[src/hw/rtl/spc_pkg.sv]
// Shared types, register map and constants of the speaker protection controller.
package spc_pkg;

	localparam int unsigned APB_ADDR_W = 5;
	localparam int unsigned APB_DATA_W = 32;

	localparam logic [15:0] SAMPLE_INTERVAL = 16'd10;
	localparam logic [11:0] TEMP_CODE_MIN   = 12'd1;
	localparam logic [11:0] TEMP_CODE_MAX   = 12'd4094;
	localparam logic [15:0] SAT16           = 16'hFFFF;

	// fault bit masks
	localparam logic [3:0] FLT_SENSOR_ONE = 4'b0001;
	localparam logic [3:0] FLT_SENSOR_TWO = 4'b0010;
	localparam logic [3:0] FLT_HOT        = 4'b0100;
	localparam logic [3:0] FLT_DC_OFFSET  = 4'b1000;
	localparam logic [3:0] FLT_ADC        = FLT_SENSOR_ONE | FLT_SENSOR_TWO | FLT_DC_OFFSET;

	typedef enum logic [2:0] {
		REG_STARTUP_DELAY = 3'd0,
		REG_DC_TRIP_LEVEL = 3'd1,
		REG_DC_FAST_LEVEL = 3'd2,
		REG_DC_SAFE_LEVEL = 3'd3,
		REG_DC_TRIP_TIME  = 3'd4,
		REG_DC_FAST_TIME  = 3'd5,
		REG_OVERTEMP      = 3'd6,
		REG_COOL_RESET    = 3'd7
	} reg_idx_t;

	typedef struct packed {
		logic [15:0] startup_delay;
		logic [15:0] dc_trip_level;
		logic [15:0] dc_fast_trip_level;
		logic [15:0] dc_safe_level;
		logic [15:0] dc_trip_ticks;
		logic [15:0] dc_fast_ticks;
		logic [11:0] overtemp_level;
		logic [11:0] cool_reset_level;
	} cfg_t;

	typedef struct packed {
		logic               mute_pressed;
		logic               reset_pressed;
		logic               adc_ok;
		logic [11:0]        temp_one;
		logic [11:0]        temp_two;
		logic signed [15:0] dc_left;
		logic signed [15:0] dc_right;
	} tick_word_t;

	typedef struct packed {
		logic       speakers_on;
		logic [3:0] fault_bits;
		logic       startup_pending;
	} status_word_t;

endpackage

[src/hw/rtl/spc_if.sv]
// Valid/ready channel interfaces for tick and status words.
interface spc_tick_if;
	logic               valid;
	logic               ready;
	spc_pkg::tick_word_t word;
	modport source (output valid, output word, input ready);
	modport sink (input valid, input word, output ready);
endinterface

interface spc_status_if;
	logic                 valid;
	logic                 ready;
	spc_pkg::status_word_t word;
	modport source (output valid, output word, input ready);
	modport sink (input valid, input word, output ready);
endinterface

[src/hw/rtl/spc_cfg_regs.sv]
// APB configuration registers of the speaker protection controller.
module spc_cfg_regs (
	input  logic                                clk,
	input  logic                                arst_n,
	input  logic                                psel,
	input  logic                                penable,
	input  logic                                pwrite,
	input  logic [spc_pkg::APB_ADDR_W-1:0]      paddr,
	input  logic [spc_pkg::APB_DATA_W-1:0]      pwdata,
	output logic [spc_pkg::APB_DATA_W-1:0]      prdata,
	output logic                                pready,
	output spc_pkg::cfg_t                       cfg
);

	spc_pkg::cfg_t    cfg_q;
	spc_pkg::reg_idx_t idx;
	logic             wr_en;

	assign idx    = spc_pkg::reg_idx_t'(paddr[4:2]);
	assign wr_en  = psel && penable && pwrite;
	assign pready = 1'b1;
	assign cfg    = cfg_q;

	always_ff @(posedge clk or negedge arst_n) begin
		if (!arst_n) begin
			cfg_q.startup_delay      <= 16'd3000;
			cfg_q.dc_trip_level      <= 16'd2000;
			cfg_q.dc_fast_trip_level <= 16'd5000;
			cfg_q.dc_safe_level      <= 16'd500;
			cfg_q.dc_trip_ticks      <= 16'd500;
			cfg_q.dc_fast_ticks      <= 16'd50;
			cfg_q.overtemp_level     <= 12'd1000;
			cfg_q.cool_reset_level   <= 12'd900;
		end else if (wr_en) begin
			unique case (idx)
				spc_pkg::REG_STARTUP_DELAY: cfg_q.startup_delay      <= pwdata[15:0];
				spc_pkg::REG_DC_TRIP_LEVEL: cfg_q.dc_trip_level      <= pwdata[15:0];
				spc_pkg::REG_DC_FAST_LEVEL: cfg_q.dc_fast_trip_level <= pwdata[15:0];
				spc_pkg::REG_DC_SAFE_LEVEL: cfg_q.dc_safe_level      <= pwdata[15:0];
				spc_pkg::REG_DC_TRIP_TIME:  cfg_q.dc_trip_ticks      <= pwdata[15:0];
				spc_pkg::REG_DC_FAST_TIME:  cfg_q.dc_fast_ticks      <= pwdata[15:0];
				spc_pkg::REG_OVERTEMP:      cfg_q.overtemp_level     <= pwdata[11:0];
				spc_pkg::REG_COOL_RESET:    cfg_q.cool_reset_level   <= pwdata[11:0];
			endcase
		end
	end

	always_comb begin
		unique case (idx)
			spc_pkg::REG_STARTUP_DELAY: prdata = {16'd0, cfg_q.startup_delay};
			spc_pkg::REG_DC_TRIP_LEVEL: prdata = {16'd0, cfg_q.dc_trip_level};
			spc_pkg::REG_DC_FAST_LEVEL: prdata = {16'd0, cfg_q.dc_fast_trip_level};
			spc_pkg::REG_DC_SAFE_LEVEL: prdata = {16'd0, cfg_q.dc_safe_level};
			spc_pkg::REG_DC_TRIP_TIME:  prdata = {16'd0, cfg_q.dc_trip_ticks};
			spc_pkg::REG_DC_FAST_TIME:  prdata = {16'd0, cfg_q.dc_fast_ticks};
			spc_pkg::REG_OVERTEMP:      prdata = {20'd0, cfg_q.overtemp_level};
			spc_pkg::REG_COOL_RESET:    prdata = {20'd0, cfg_q.cool_reset_level};
		endcase
	end

endmodule

[src/hw/rtl/spc_core.sv]
// Protection state and per-tick update: timers, mute, fault reset, sampling.
module spc_core (
	input  logic                  clk,
	input  logic                  arst_n,
	input  logic                  advance,
	input  spc_pkg::tick_word_t   word,
	input  spc_pkg::cfg_t         cfg,
	output spc_pkg::status_word_t result
);

	logic [3:0]  faults_q;
	logic        mute_q;
	logic        done_q;
	logic [15:0] startup_el_q;
	logic [15:0] sample_el_q;
	logic [15:0] persist_cnt_q [2];
	logic [1:0]  persist_act_q;
	logic [11:0] last_temp_q [2];
	logic [15:0] last_dc_q [2];

	logic [3:0]  faults_d;
	logic        mute_d;
	logic        done_d;
	logic [15:0] startup_el_d;
	logic [15:0] sample_el_d;
	logic [15:0] persist_cnt_d [2];
	logic [1:0]  persist_act_d;
	logic [11:0] last_temp_d [2];
	logic [15:0] last_dc_d [2];
	logic        raise;
	logic        reset_ok;
	logic [1:0]  trip;
	logic [16:0] mag [2];
	logic [11:0] reset_limit;

	function automatic logic [15:0] sat_inc(input logic [15:0] v);
		return (v == spc_pkg::SAT16) ? v : v + 16'd1;
	endfunction

	// -32768 comes out as 32768, hence 17 bits
	function automatic logic [16:0] dc_mag(input logic [15:0] raw);
		return raw[15] ? (17'h10000 - {1'b0, raw}) : {1'b0, raw};
	endfunction

	function automatic logic temp_valid(input logic [11:0] c);
		return (c >= spc_pkg::TEMP_CODE_MIN) && (c <= spc_pkg::TEMP_CODE_MAX);
	endfunction

	function automatic logic temps_ok(input logic [11:0] t0, input logic [11:0] t1,
			input logic [11:0] lim);
		return temp_valid(t0) && temp_valid(t1) && (t0 < lim) && (t1 < lim);
	endfunction

	function automatic logic dc_safe(input logic [15:0] d0, input logic [15:0] d1,
			input logic [15:0] lim);
		return (dc_mag(d0) <= {1'b0, lim}) && (dc_mag(d1) <= {1'b0, lim});
	endfunction

	// reset check sees the samples stored before this tick
	assign reset_limit = (faults_q[2]) ? cfg.cool_reset_level : cfg.overtemp_level;
	assign reset_ok = temps_ok(last_temp_q[0], last_temp_q[1], reset_limit)
		&& dc_safe(last_dc_q[0], last_dc_q[1], cfg.dc_safe_level);

	always_comb begin
		faults_d     = faults_q;
		mute_d       = mute_q ^ word.mute_pressed;
		done_d       = done_q;
		startup_el_d = sat_inc(startup_el_q);
		sample_el_d  = sat_inc(sample_el_q);
		raise        = 1'b0;
		trip         = 2'b00;
		for (int ch = 0; ch < 2; ch++) begin
			persist_cnt_d[ch] = persist_act_q[ch] ? sat_inc(persist_cnt_q[ch])
				: persist_cnt_q[ch];
			last_temp_d[ch]   = last_temp_q[ch];
			last_dc_d[ch]     = last_dc_q[ch];
		end
		persist_act_d = persist_act_q;

		if (word.reset_pressed && (faults_q != 4'd0) && reset_ok) begin
			faults_d      = 4'd0;
			done_d        = 1'b0;
			startup_el_d  = 16'd0;
			persist_act_d = 2'b00;
			for (int ch = 0; ch < 2; ch++) begin
				persist_cnt_d[ch] = 16'd0;
			end
		end

		for (int ch = 0; ch < 2; ch++) begin
			mag[ch] = 17'd0;
		end

		if (sample_el_d >= spc_pkg::SAMPLE_INTERVAL) begin
			sample_el_d = 16'd0;
			if (!word.adc_ok) begin
				faults_d = faults_d | spc_pkg::FLT_ADC;
				raise    = 1'b1;
			end else begin
				last_temp_d[0] = word.temp_one;
				last_temp_d[1] = word.temp_two;
				last_dc_d[0]   = word.dc_left;
				last_dc_d[1]   = word.dc_right;
				if (!temp_valid(word.temp_one)) begin
					faults_d = faults_d | spc_pkg::FLT_SENSOR_ONE;
					raise    = 1'b1;
				end
				if (!temp_valid(word.temp_two)) begin
					faults_d = faults_d | spc_pkg::FLT_SENSOR_TWO;
					raise    = 1'b1;
				end
				if ((word.temp_one >= cfg.overtemp_level)
						|| (word.temp_two >= cfg.overtemp_level)) begin
					faults_d = faults_d | spc_pkg::FLT_HOT;
					raise    = 1'b1;
				end
				// persistence timers, fast level first
				for (int ch = 0; ch < 2; ch++) begin
					mag[ch] = dc_mag(last_dc_d[ch]);
					if ((mag[ch] >= {1'b0, cfg.dc_fast_trip_level})
							|| (mag[ch] >= {1'b0, cfg.dc_trip_level})) begin
						if (!persist_act_d[ch]) begin
							persist_act_d[ch] = 1'b1;
							persist_cnt_d[ch] = 16'd0;
						end
						if (mag[ch] >= {1'b0, cfg.dc_fast_trip_level}) begin
							trip[ch] = persist_cnt_d[ch] >= cfg.dc_fast_ticks;
						end else begin
							trip[ch] = persist_cnt_d[ch] >= cfg.dc_trip_ticks;
						end
					end else begin
						persist_act_d[ch] = 1'b0;
						persist_cnt_d[ch] = 16'd0;
					end
				end
				if (trip != 2'b00) begin
					faults_d = faults_d | spc_pkg::FLT_DC_OFFSET;
					raise    = 1'b1;
				end
			end
			if (raise) begin
				done_d = 1'b0;
			end
			if (!done_d && (faults_d == 4'd0) && (startup_el_d >= cfg.startup_delay)
					&& temps_ok(last_temp_d[0], last_temp_d[1], cfg.overtemp_level)
					&& dc_safe(last_dc_d[0], last_dc_d[1], cfg.dc_safe_level)) begin
				done_d = 1'b1;
			end
		end
	end

	assign result.speakers_on     = (faults_d == 4'd0) && !mute_d && done_d;
	assign result.fault_bits      = faults_d;
	assign result.startup_pending = !done_d && (faults_d == 4'd0);

	always_ff @(posedge clk or negedge arst_n) begin
		if (!arst_n) begin
			faults_q      <= 4'd0;
			mute_q        <= 1'b0;
			done_q        <= 1'b0;
			startup_el_q  <= 16'd0;
			sample_el_q   <= 16'd0;
			persist_act_q <= 2'b00;
			for (int ch = 0; ch < 2; ch++) begin
				persist_cnt_q[ch] <= 16'd0;
				last_temp_q[ch]   <= 12'd0;
				last_dc_q[ch]     <= 16'd0;
			end
		end else if (advance) begin
			faults_q      <= faults_d;
			mute_q        <= mute_d;
			done_q        <= done_d;
			startup_el_q  <= startup_el_d;
			sample_el_q   <= sample_el_d;
			persist_act_q <= persist_act_d;
			for (int ch = 0; ch < 2; ch++) begin
				persist_cnt_q[ch] <= persist_cnt_d[ch];
				last_temp_q[ch]   <= last_temp_d[ch];
				last_dc_q[ch]     <= last_dc_d[ch];
			end
		end
	end

endmodule

[src/hw/rtl/speaker_protection_controller_top.sv]
// Speaker protection controller: tick input register, update logic, status output register.
// A tick word waits in the input register until the output register is free; its status
// word is then registered there. Throughput: one tick word per clock while the sink
// takes status words; while a status word waits, the input register can take one new word.
// Reset (arst_n low, asynchronous): faults, mute, startup and DC timers, stored
// samples cleared; registers return to their defaults; no clearing pass is needed.
module speaker_protection_controller_top (
	input  logic                            clk,
	input  logic                            arst_n,
	spc_tick_if.sink                        tick,
	spc_status_if.source                    status,
	input  logic                            psel,
	input  logic                            penable,
	input  logic                            pwrite,
	input  logic [spc_pkg::APB_ADDR_W-1:0]  paddr,
	input  logic [spc_pkg::APB_DATA_W-1:0]  pwdata,
	output logic [spc_pkg::APB_DATA_W-1:0]  prdata,
	output logic                            pready
);

	spc_pkg::cfg_t         cfg;
	spc_pkg::tick_word_t   word_s1;
	logic                  valid_s1;
	spc_pkg::status_word_t result;
	spc_pkg::status_word_t status_s2;
	logic                  valid_s2;
	logic                  out_free;
	logic                  advance;

	// the output register frees when empty or being taken this cycle
	assign out_free   = !valid_s2 || status.ready;
	// state moves only as a word passes from the input register to the output register
	assign advance    = valid_s1 && out_free;
	assign tick.ready = !valid_s1 || advance;

	spc_cfg_regs u_cfg (
		.clk     (clk),
		.arst_n  (arst_n),
		.psel    (psel),
		.penable (penable),
		.pwrite  (pwrite),
		.paddr   (paddr),
		.pwdata  (pwdata),
		.prdata  (prdata),
		.pready  (pready),
		.cfg     (cfg)
	);

	spc_core u_core (
		.clk     (clk),
		.arst_n  (arst_n),
		.advance (advance),
		.word    (word_s1),
		.cfg     (cfg),
		.result  (result)
	);

	// input register
	always_ff @(posedge clk or negedge arst_n) begin
		if (!arst_n) begin
			valid_s1 <= 1'b0;
		end else if (tick.ready) begin
			valid_s1 <= tick.valid;
		end
	end

	always_ff @(posedge clk) begin
		if (tick.valid && tick.ready) begin
			word_s1 <= tick.word;
		end
	end

	// output register
	always_ff @(posedge clk or negedge arst_n) begin
		if (!arst_n) begin
			valid_s2 <= 1'b0;
		end else if (out_free) begin
			valid_s2 <= valid_s1;
		end
	end

	always_ff @(posedge clk) begin
		if (advance) begin
			status_s2 <= result;
		end
	end

	assign status.valid = valid_s2;
	assign status.word  = status_s2;

endmodule

[src/flat_wrapper.sv]
// flat-port wrapper written by rule: the top's interface ports become plain ports
module speaker_protection_controller_top_flat 
  (clk, arst_n, psel, penable, pwrite, paddr, pwdata, prdata, pready, tick_valid, tick_word, tick_ready, status_valid, status_word, status_ready);
  spc_tick_if tick_i ();
  spc_status_if status_i ();
  input  logic clk;
  input  logic arst_n;
  input  logic psel;
  input  logic penable;
  input  logic pwrite;
  input  logic [spc_pkg::APB_ADDR_W-1:0] paddr;
  input  logic [spc_pkg::APB_DATA_W-1:0] pwdata;
  output logic [spc_pkg::APB_DATA_W-1:0] prdata;
  output logic pready;
  input wire logic [$bits(tick_i.valid)-1:0] tick_valid;
  input wire logic [$bits(tick_i.word)-1:0] tick_word;
  output wire logic [$bits(tick_i.ready)-1:0] tick_ready;
  output wire logic [$bits(status_i.valid)-1:0] status_valid;
  output wire logic [$bits(status_i.word)-1:0] status_word;
  input wire logic [$bits(status_i.ready)-1:0] status_ready;
  assign tick_i.valid = tick_valid;
  assign tick_i.word = tick_word;
  assign tick_ready = tick_i.ready;
  assign status_valid = status_i.valid;
  assign status_word = status_i.word;
  assign status_i.ready = status_ready;
  speaker_protection_controller_top u_core (.clk(clk), .arst_n(arst_n), .tick(tick_i), .status(status_i), .psel(psel), .penable(penable), .pwrite(pwrite), .paddr(paddr), .pwdata(pwdata), .prdata(prdata), .pready(pready));
endmodule
[config.mk]
export PLATFORM = sky130hd
export DESIGN_NAME = speaker_protection_controller_top_flat
export DESIGN_NICKNAME = d
export VERILOG_FILES = /design/src/hw/rtl/spc_pkg.sv /design/src/hw/rtl/spc_if.sv /design/src/hw/rtl/spc_cfg_regs.sv /design/src/hw/rtl/spc_core.sv /design/src/hw/rtl/speaker_protection_controller_top.sv /design/src/flat_wrapper.sv
export SDC_FILE = /design/constraint.sdc
export NUM_CORES = 1
export LEC_CHECK = 0
export BUFFER_PORTS_ARGS = -buffer_cell sky130_fd_sc_hd__buf_2
export CAP_MARGIN = 10
export CORE_MARGIN = 1
export CORE_UTILIZATION = 34
export CTS_CLUSTER_DIAMETER = 80
export CTS_CLUSTER_SIZE = 8
export DETAILED_ROUTE_END_ITERATION = 10
export PLACE_DENSITY_LB_ADDON = 0.15
export SYNTH_ARGS = -nofsm -noshare
export SYNTH_HDL_FRONTEND = slang
export SYNTH_SLANG_ARGS = --single-unit
[constraint.sdc]
create_clock -name clk -period 6.3 [get_ports clk]
set_input_delay 0 -clock clk [delete_from_list [all_inputs] [get_ports clk]]
set_output_delay 0 -clock clk [all_outputs]
set_load 0.005 [all_outputs]
==> results of run 1 <==
[synthesized netlist by cell type, types with 5 or more instances]
library cell / count
clkbuf_1: 80
a22o_1: 20
o21a_1: 21
a211oi_1: 12
edfxtp_1: 65
o2111ai_1: 6
o41ai_1: 11
inv_1: 143
a2111oi_0: 12
a211o_1: 5
nand3_1: 48
or4_1: 5
nand4_1: 57
xnor2_1: 82
and3_1: 25
dfstp_2: 43
a21oi_1: 121
o21ai_1: 8
nor3_1: 43
a31oi_1: 20
o31ai_1: 36
xor2_1: 31
mux2i_1: 65
buf_4: 17
nor2b_1: 22
o21ai_0: 219
a21boi_0: 5
a21o_1: 38
dfrtp_1: 207
ha_1: 278
mux2_2: 108
nand2b_1: 30
nand2_1: 262
a221oi_1: 10
o211ai_1: 8
or3_1: 15
nor4_1: 25
buf_1: 13
and4_1: 13
and2_1: 22
buf_2: 8
o22ai_1: 14
nor2_1: 144
[worst paths after layout]
path / endpoint / depth (start not counted)
max: u_core.status.word[5] / 24
min: u_core.word_s1[39] / 2
max reg2reg: u_core.status.word[5] / 24
min reg2reg: u_core.u_core.sample_el_q[1] / 2
max in group asynchronous: u_core.u_core.last_dc_q[24] / 4
min in group asynchronous: u_core.u_core.sample_el_q[7] / 3
[repair_timing]
| action | CTS | global route |
|---|---|---|
| setup buffers | 5 | 5 |
| endpoints found under the hold margin | 262 | 0 |
| gates cloned | 1 | 0 |
| endpoints found under the setup margin | 5 | 5 |
| gates resized for setup | 37 | 19 |
| pin swaps | 11 | 16 |
| hold buffers | 81 | 0 |
[power groups by stage]
stage	clock network, W	logic, W	registers, W
2_1_floorplan	0	0.00299	0.00290
3_3_place_gp	0	0.00427	0.00311
3_5_place_dp	0	0.00438	0.00313
4_1_cts	0.00253	0.00457	0.00310
5_1_grt	0.00261	0.00513	0.00318
6_report	0.00246	0.00466	0.00312
[critical path, stage by stage, from the launching register on]
cell      delay [ns]
dfrtp_1         0.37
or4_4           0.53
or3_4           0.36
nor3_4          0.13
nand2b_1        0.10
or3_4           0.36
nor4b_4         0.35
ha_4            0.27
a21oi_2         0.11
nand3_1         0.10
a211oi_2        0.26
a22oi_2         0.18
or3_4           0.48
nand2_8         0.12
buf_4           0.15
nor2_4          0.05
ha_4            0.29
nand4_1         0.10
nor2_2          0.16
nand3_2         0.09
or4_1           0.47
a22o_1          0.24
or4b_4          0.54
o211a_4         0.17
o211a_1         0.21
[stage by stage]
stage          power (W)  instance area [µm²]  hold slack [ns]  TNS [ns]  utilization, %
2_1_floorplan    0.00589                23400           -0.296         0               -
3_3_place_gp     0.00738                25200           0.0413     -1.47            37.4
3_5_place_dp     0.00751                25200           0.0338     -1.73            37.4
4_1_cts           0.0102                27700           0.0707    -0.106            41.1
5_1_grt           0.0109                27900           0.0934     -1.50            41.3
6_report          0.0102                27900            0.105    -0.261            41.3
[per-layer routing]
layer  vias up  GRT usage (%)  routed length [µm]
li1       9620              -                   -
met1      9931           32.4               37700
met2       623           36.8               36700
met3       123           3.50                4760
met4         6           6.88                2230
met5         -              0                  41
[layout make-up]
type	count	area share [%]
diodes	1	0.00897
clock inverters	7	0.359
inverters	146	1.96
repair buffers	296	7.96
clock buffers	80	4.70
flip-flops and latches	315	29.6
well taps	873	3.92
multi-input cells	1938	51.5
[sequential cells by signal, summed over array words and instances (netlist names)]
register                     flops
u_core.status.word               6
u_core.word_s1                  59
u_core.u_core.mute_q             1
u_core.u_core.persist_act_q      2
u_core.u_core.last_dc_q         32
u_core.u_core.last_temp_q       24
u_core.u_core.faults_q           4
u_core.u_cfg.cfg               120
u_core.u_core.sample_el_q       16
u_core.u_core.startup_el_q      16
u_core.u_core.persist_cnt_q     32
u_core.valid_s1                  1
u_core.status.valid              1
u_core.u_core.done_q             1
[cell usage in the layout (no fill, tap or decap), types with 46 or more instances in the layout]
master         instances
clkbuf_16             47
dlygate4sd3_1         81
nand4_1               57
nand2_1              260
ha_1                 266
mux2_2               108
dfrtp_1              207
buf_2                107
nor2_1               131
buf_4                 99
inv_1                143
mux2i_1               65
o21ai_0              219
nand3_1               46
edfxtp_1              65
a21oi_1              118
xnor2_1               82
[cells by family (layout without fill, tap and decap cells)]
logic type | after synthesis | after routing | share of synthesized area (%)
AND/OR/NAND/NOR | 741 | 742 | 15.7
AO/OA/AOI/OAI | 612 | 612 | 16.6
flip-flops | 315 | 315 | 35.5
adder cells (fa/ha/maj) | 278 | 278 | 14.9
buffers and inverters | 266 | 529 | 4.67
multiplexers | 176 | 176 | 8.31
XOR/XNOR | 113 | 113 | 4.25
other | 2 | 18 | 0.0323
==> results, run 1 <==
- The flow ran to the end, but the final reports show violations.
- The final reports fail on setup timing.
- The data arrival time of the worst path is 6.79 ns.
- Yosys printed 0 warnings.
- The analysis attributes to net switching a power of 0.00425 W.
- The sequential cell area is 8260 µm².
- For this block, the via count after detailed routing is 20303.
- The internal power summed over all cells is 0.00598 W.
- The startpoint of the lowest-slack hold path is tick_word[39].
- The share of async-settable or async-resettable flops after synthesis is 79.4%.
- The floorplan step defined a die boundary enclosing 69500 µm².
- For this run, the post-layout net count is 3125.
- The final weighted congestion of routability-driven global placement is 0.982.
- The core region is 67500 µm².
- The initial antenna violation count was 3.
- The maximum count of clock buffers along a single path is 3.
- The total overflow left after global routing is 0.
- Summed over all instances, the cell type with the most area after synthesis is dfrtp_1.
- The mapped netlist covers 23300 µm².
- The multi-input combinational cells in the finished layout cover a total of 14400 µm².
- The cell count after synthesis is 2503.
- For this design the static power due to leakage is 12.4 nW.
- The height of the die is 264 µm.
- Counting tap cells, the placed design contains a total of 3477 instances.
- Derived from the worst setup path, the maximum achievable clock frequency is 155 MHz.
- The filler cells instantiated in the layout total 6741.
- For this configuration, the core starts out at a cell density of 34.5%.
- In this run, the combinational gates consume 45.5% of the power.
- The count of input and output buffers is 108.
- The worst path setup slack after routing is -0.137 ns.
- The register bit total from synthesis is 315.
- The critical path starts at u_core.u_core.last_dc_q[19].
- For the final database, setup skew stands at 0.0222 ns.
- The H-tree was split into 2 levels.
- The area added between synthesis and finish is 19.8%.
- The root buffer cell is clkbuf_16.
- By startpoint and endpoint, the worst setup path is classified as reg -> reg.
- The total count of max-transition violations in the final report came to 0.
- Entering global routing, the biggest net connects 128 pins.
- The routed wire length per instance is 22.3 µm.
- The standard-cell row count is 95.
- Net switching is 41.5% of the power.
- Setup repair after global routing could not meet its margin everywhere.
- The count of final hold-check violations is 0.
- The tightest min-delay check is of the in -> reg type.
- The first detailed-routing pass ran for 6 iterations.
- The post-route DRC violation count is 0.
- Clock tree synthesis found a total of 315 sinks.
- The critical register-to-register path startpoint is u_core.u_core.last_dc_q[19].
- The HPWL reported at the end of detailed placement is 61900 µm.
- Of the available clock period, the critical path in the final layout requires 102%.
- The number of distinct standard cells referenced by the synthesized netlist is 91.
- The type of element launching the critical path is a register.
- The top cell type by area accounts for 22.2% of the synthesized area.
- The total routed wirelength is 81400 µm.
- The number of violations of the max-capacitance limit is 0.
- The primary flip-flop cell chosen by synthesis mapping is dfrtp_1.
- The clock latency on the worst-skew pair is 0.61 ns.
- The data required time of the worst path is 6.65 ns.
- The worst setup slack after placement is -0.403 ns.
- VDD sags by at most 200 µV.
- Dividing total power by cell area gives a power density of 367 nW/µm².
- Ranked by total cell area, the synthesized netlist is headed by dfrtp_1 (22%), ha_1 (15%), edfxtp_1 (8.4%).
- The measured slew at the worst slew-check pin is 1.19 ns.
- In this run, CTS created clock tree buffers numbering 47.
- The number of global-route vias before repair is 20019.
- The fraction of the yosys area taken by sequential cells is 35.5%.
- The type of destination of the critical path is a register.
- The post-route netlist has 17.9% of its cells at a drive strength greater than 1.
- The first global-routing pass estimated 123000 µm of wire.
- The final antenna-violating net count is 0.
- 144 I/O pins were placed.
- Along the worst path, the maximum fanout reaches 5.
- Clock-pin slew was measured on the worst setup and hold paths at 0.05 ns.
- The average via count per standard cell is 5.55.
- The clock network accounts for 24.0% of the total power.
- The average instance in the mapped netlist occupies 9.30 µm².
- The overall die width is 264 µm.
- Setup violations remaining at the end of the flow were counted as 3.
- Headroom to the max-slew limit came out at 20.6%.
- The worst-case register-to-register setup slack is -0.14 ns.
- Global routing used 23.2% of the available tracks across all layers.
- After the flow finishes, the layout carries non-filler instances totaling 3656.
- The register share of total power is 30.5%.
- The number of synthesized flops with an enable pin is 65.
- TritonCTS built the clock tree.
- The final critical-path required period is 6.44 ns.
- The count of routing violations after the opening detailed-route iteration is 1694.
Power figures use the tool's default switching activity.
==> run 2: changes to the inputs <==
--- a/config.mk
+++ b/config.mk
@@ -15,4 +15,5 @@
 export PLACE_DENSITY_LB_ADDON = 0.15
 export SYNTH_ARGS = -nofsm -noshare
 export SYNTH_HDL_FRONTEND = slang
+export SYNTH_HIERARCHICAL = 1
 export SYNTH_SLANG_ARGS = --single-unit
==> results, run 2 <==
- The detailed router placed 19610 vias in this run.
- The cell taking the most area after synthesis is dfrtp_1.
- The share of layout cells above drive strength 1 is 21.4%.
- Clock-pin slew was measured on the worst setup and hold paths at 0.06 ns.
- The final layout contains 3019 nets.
- Once detailed placement completed, the half-perimeter wirelength came to 59900 µm.
- The cell area reported after detailed placement is 25500 µm².
- The type of destination of the critical path is a register.
- The fraction of the yosys area taken by sequential cells is 34.9%.
- IR analysis of the VDD net gives a maximum drop of 188 µV.
- The count of final hold-check violations is 0.
- The flow ran to the end, and the final reports show no timing, DRC or antenna violations.
- The total non-filler cell area in the finished layout is 28300 µm².
- The most common cell after layout, fill and taps aside is ha_1.
- After detailed routing, the average wire length per cell comes to 21.6 µm.
- The area added between synthesis and finish is 19.3%.
- The worst-case reg-to-reg path depth is 29.
- The number of synthesized flops with an enable pin is 65.
- The data arrival time of the worst path is 6.50 ns.
- The later pin in the worst-skew pair is clocked with a latency of 0.62 ns.
- The maximum count of clock buffers along a single path is 3.
- The critical register-to-register path startpoint is u_core/u_core/last_dc_q[19].
- The number of synthesis warnings is 6.
- The root buffer cell is clkbuf_16.
- In the post-route analysis, the smallest setup slack over all paths is 0.194 ns.
- Ranked by total cell area, the synthesized netlist is headed by dfrtp_1 (22%), ha_1 (15%), mux2_2 (9.2%).
- The count of input and output buffers is 108.
- The number of flip-flops in the largest register is 120.
- By startpoint and endpoint, the worst setup path is classified as reg -> reg.
- The power per standard cell area is 380 nW/µm².
- The synthesized design contains 315 register bits.
- The number of setup violations in the final report is 0.
- The share of total power dissipated in the clock network is 23.6%.
- The maximum achievable frequency is 164 MHz.
- The final weighted congestion of routability-driven global placement is 0.918.
- After filler insertion, the fill cell instance count of the layout stands at 6720.
- The portion of synthesized cell area occupied by the leading cell type is 21.9%.
- The reg-to-reg endpoint is u_core/status.word[5].
- The number of distinct standard cells referenced by the synthesized netlist is 98.
- The normalized max-slew margin is 25.8%.
- A synthesized cell averages 9.80 µm².
- The number of global-route vias before repair is 19462.
- Timing analysis after detailed placement gives a worst setup slack of -0.644 ns.
- Setup repair after global routing could not meet its margin everywhere.
- The total count of max-transition violations in the final report was 0.
- The die footprint is 70700 µm².
- For the final database, setup skew stands at 0.0432 ns.
- The number of violations of the max-capacitance limit is 0.
- STA classifies the critical path startpoint as a register.
- The worst-case register-to-register setup slack is 0.19 ns.
- The switching power of the nets is 0.00442 W.
- The core outline area is 68800 µm².
- Entering global routing, the biggest net connects 153 pins.
- The H-tree depth is 2.
- Counting I/O delays and the setup requirement, the final critical path takes 6.11 ns.
- The top-level I/O count is 144.
- By count the netlist is led by ha_1 (278), dfrtp_1 (207), mux2_2 (193).
- The count of routing violations after the opening detailed-route iteration is 1132.
- The share of async-settable or async-resettable flops after synthesis is 79.4%.
- The switching part of the total is 41.1%.
- The maximum fanout along the worst path is 7.
- Using the TritonRoute via totals, the vias-per-cell ratio works out to 5.44.
- The total area of multi-input combinational cells is 14800 µm².
- STA puts the critical path data required time at 6.70 ns.
- The final antenna-violating net count is 0.
- For this run, design rule violations remaining after detail routing come to 0.
- The aggregate global-route resource usage is 21.7%.
- The critical-path cell with the highest stage delay is dfrtp_1.
- Sequential cells account for 30.2% of the total power.
- The worst stage delay on the critical path is 0.38 ns.
- The first global-routing pass estimated 117000 µm of wire.
- The TritonCTS buffer count is 47.
- The primary flip-flop cell chosen by synthesis mapping is dfrtp_1.
- The sequential cell area is 8260 µm².
- After technology mapping, the gate count stands at 2418.
- The clock sink count is 315.
- The total congestion overflow is 0.
- Of the total power, combinational logic draws 46.2%.
- The total leakage power is 12.4 nW.
- The most common cell in the synthesized netlist is ha_1.
- The starting density of the core is 34.4%.
- The height of the die is 266 µm.
- TritonCTS built the clock tree.
- The initial antenna violation count came to 3.
- The standard-cell row count is 96.
- The fraction of the cycle the final worst path needs is 96.9%.
- The overall die width is 266 µm.
- The total routed wirelength is 77900 µm.
- The internal power summed over all cells is 0.00633 W.
- At the pin with the least slew margin, the transition time is 1.10 ns.
- In the layout the commonest cells are ha_1 (273), dfrtp_1 (207), mux2_2 (193), nand2_1 (157), inv_1 (145).
- The worst hold path belongs to the class in -> async.
- The total iterations of the first detailed-routing run is 5.
- The synthesized netlist occupies a cell area of 23700 µm².
[run 2: cell types whose count changed in the layout (fill, tap and decap cells not counted), moves of 12 or more]
| cell | change |
|---|---|
| nand2_1 | -103 |
| o21ai_0 | -95 |
| mux2_2 | +85 |
| buf_4 | -30 |
| mux2i_1 | +24 |
| a22o_1 | -17 |
| a211oi_1 | +15 |
| a21o_1 | +13 |
| and2_1 | -13 |
| nand3_1 | +13 |
| nor2_1 | +12 |
| o21a_1 | -12 |
[run 2: how the worst max path moves through the flow]
stage	to	from	slack, ns
detailed placement	u_core/status.word[0]	u_core/u_core/last_dc_q[19]	-0.64
floorplan	u_core/status.word[5]	u_core/u_core/last_dc_q[3]	0.02
global route	u_core/status.word[5]	u_core/u_core/last_dc_q[19]	-0.08
CTS	u_core/status.word[5]	u_core/u_core/last_dc_q[20]	0.02
global placement	u_core/status.word[0]	u_core/u_core/last_dc_q[19]	-0.37
finish	u_core/status.word[5]	u_core/u_core/last_dc_q[19]	0.19
[run 2: timing repair]
item | 4_1_cts | 5_1_grt
gates resized for setup | 18 | 61
pin swaps | 9 | 39
setup buffers | 2 | 6
setup endpoints to repair | 5 | 5
hold buffers | 79 | 0
hold endpoints to repair | 279 | 0
[run 2: kinds of logic (layout without fill, tap and decap cells)]
kind of cell / Yosys count / after routing / share of synthesized area [%]
multiplexers: 292 / 292 / 13.6
AND/OR/NAND/NOR: 662 / 662 / 14.3
buffers and inverters: 255 / 497 / 4.63
adder cells (fa/ha/maj): 280 / 280 / 14.8
other: 2 / 19 / 0.0317
AO/OA/AOI/OAI: 501 / 501 / 13.8
flip-flops: 315 / 315 / 34.9
XOR/XNOR: 111 / 111 / 4.10
[run 2: final cells by class]
class / count / share of cell area [%]
multi-input cells: 1863 / 52.4
clock inverters: 5 / 0.394
inverters: 148 / 1.98
well taps: 931 / 4.12
diodes: 2 / 0.0177
repair buffers: 263 / 6.93
clock buffers: 81 / 4.87
flip-flops and latches: 315 / 29.2
[run 2: metrics by stage]
step | hold WS, ns | TNS [ns] | std cells | utilization (%) | total power, W
2_1_floorplan | -0.296 | 0 | 2433 | - | 0.00628
3_3_place_gp | 0.126 | -0.547 | 3432 | 37.0 | 0.00773
3_5_place_dp | 0.134 | -1.63 | 3432 | 37.0 | 0.00786
4_1_cts | 0.0407 | 0 | 3599 | 40.5 | 0.0106
5_1_grt | 0.0727 | -0.120 | 3606 | 41.1 | 0.0115
6_report | 0.0609 | 0 | 3608 | 41.1 | 0.0107
[run 2: critical path: cells and delay by family (launching register included)]
family	cells	cell delay [ns]
AOI/OAI and AO/OA	12	2.54
buffers and inverters	3	0.41
adders and majority gates	2	0.57
xor gates and xnor gates	1	0.07
DFF	1	0.38
and+or+nand+nor	11	1.91
[run 2: metal layers]
layer  GRT usage, %  part of all wire [%]  vias to the layer above
met5              0                     0                        -
met1           29.3                    47                     9662
met4           8.88                   3.8                        0
li1               -                     -                     9358
met3           3.36                   4.4                      124
met2           34.6                    45                      466
[run 2: power by group through the flow]
| stage | clock [W] | sequential (W) | combinational [W] |
|---|---|---|---|
| after floorplan | 0 | 0.00296 | 0.00332 |
| after global placement | 0 | 0.00324 | 0.00448 |
| after detailed placement | 0 | 0.00326 | 0.00460 |
| after CTS | 0.00263 | 0.00323 | 0.00474 |
| after global routing | 0.00270 | 0.00332 | 0.00553 |
| final | 0.00254 | 0.00324 | 0.00496 |
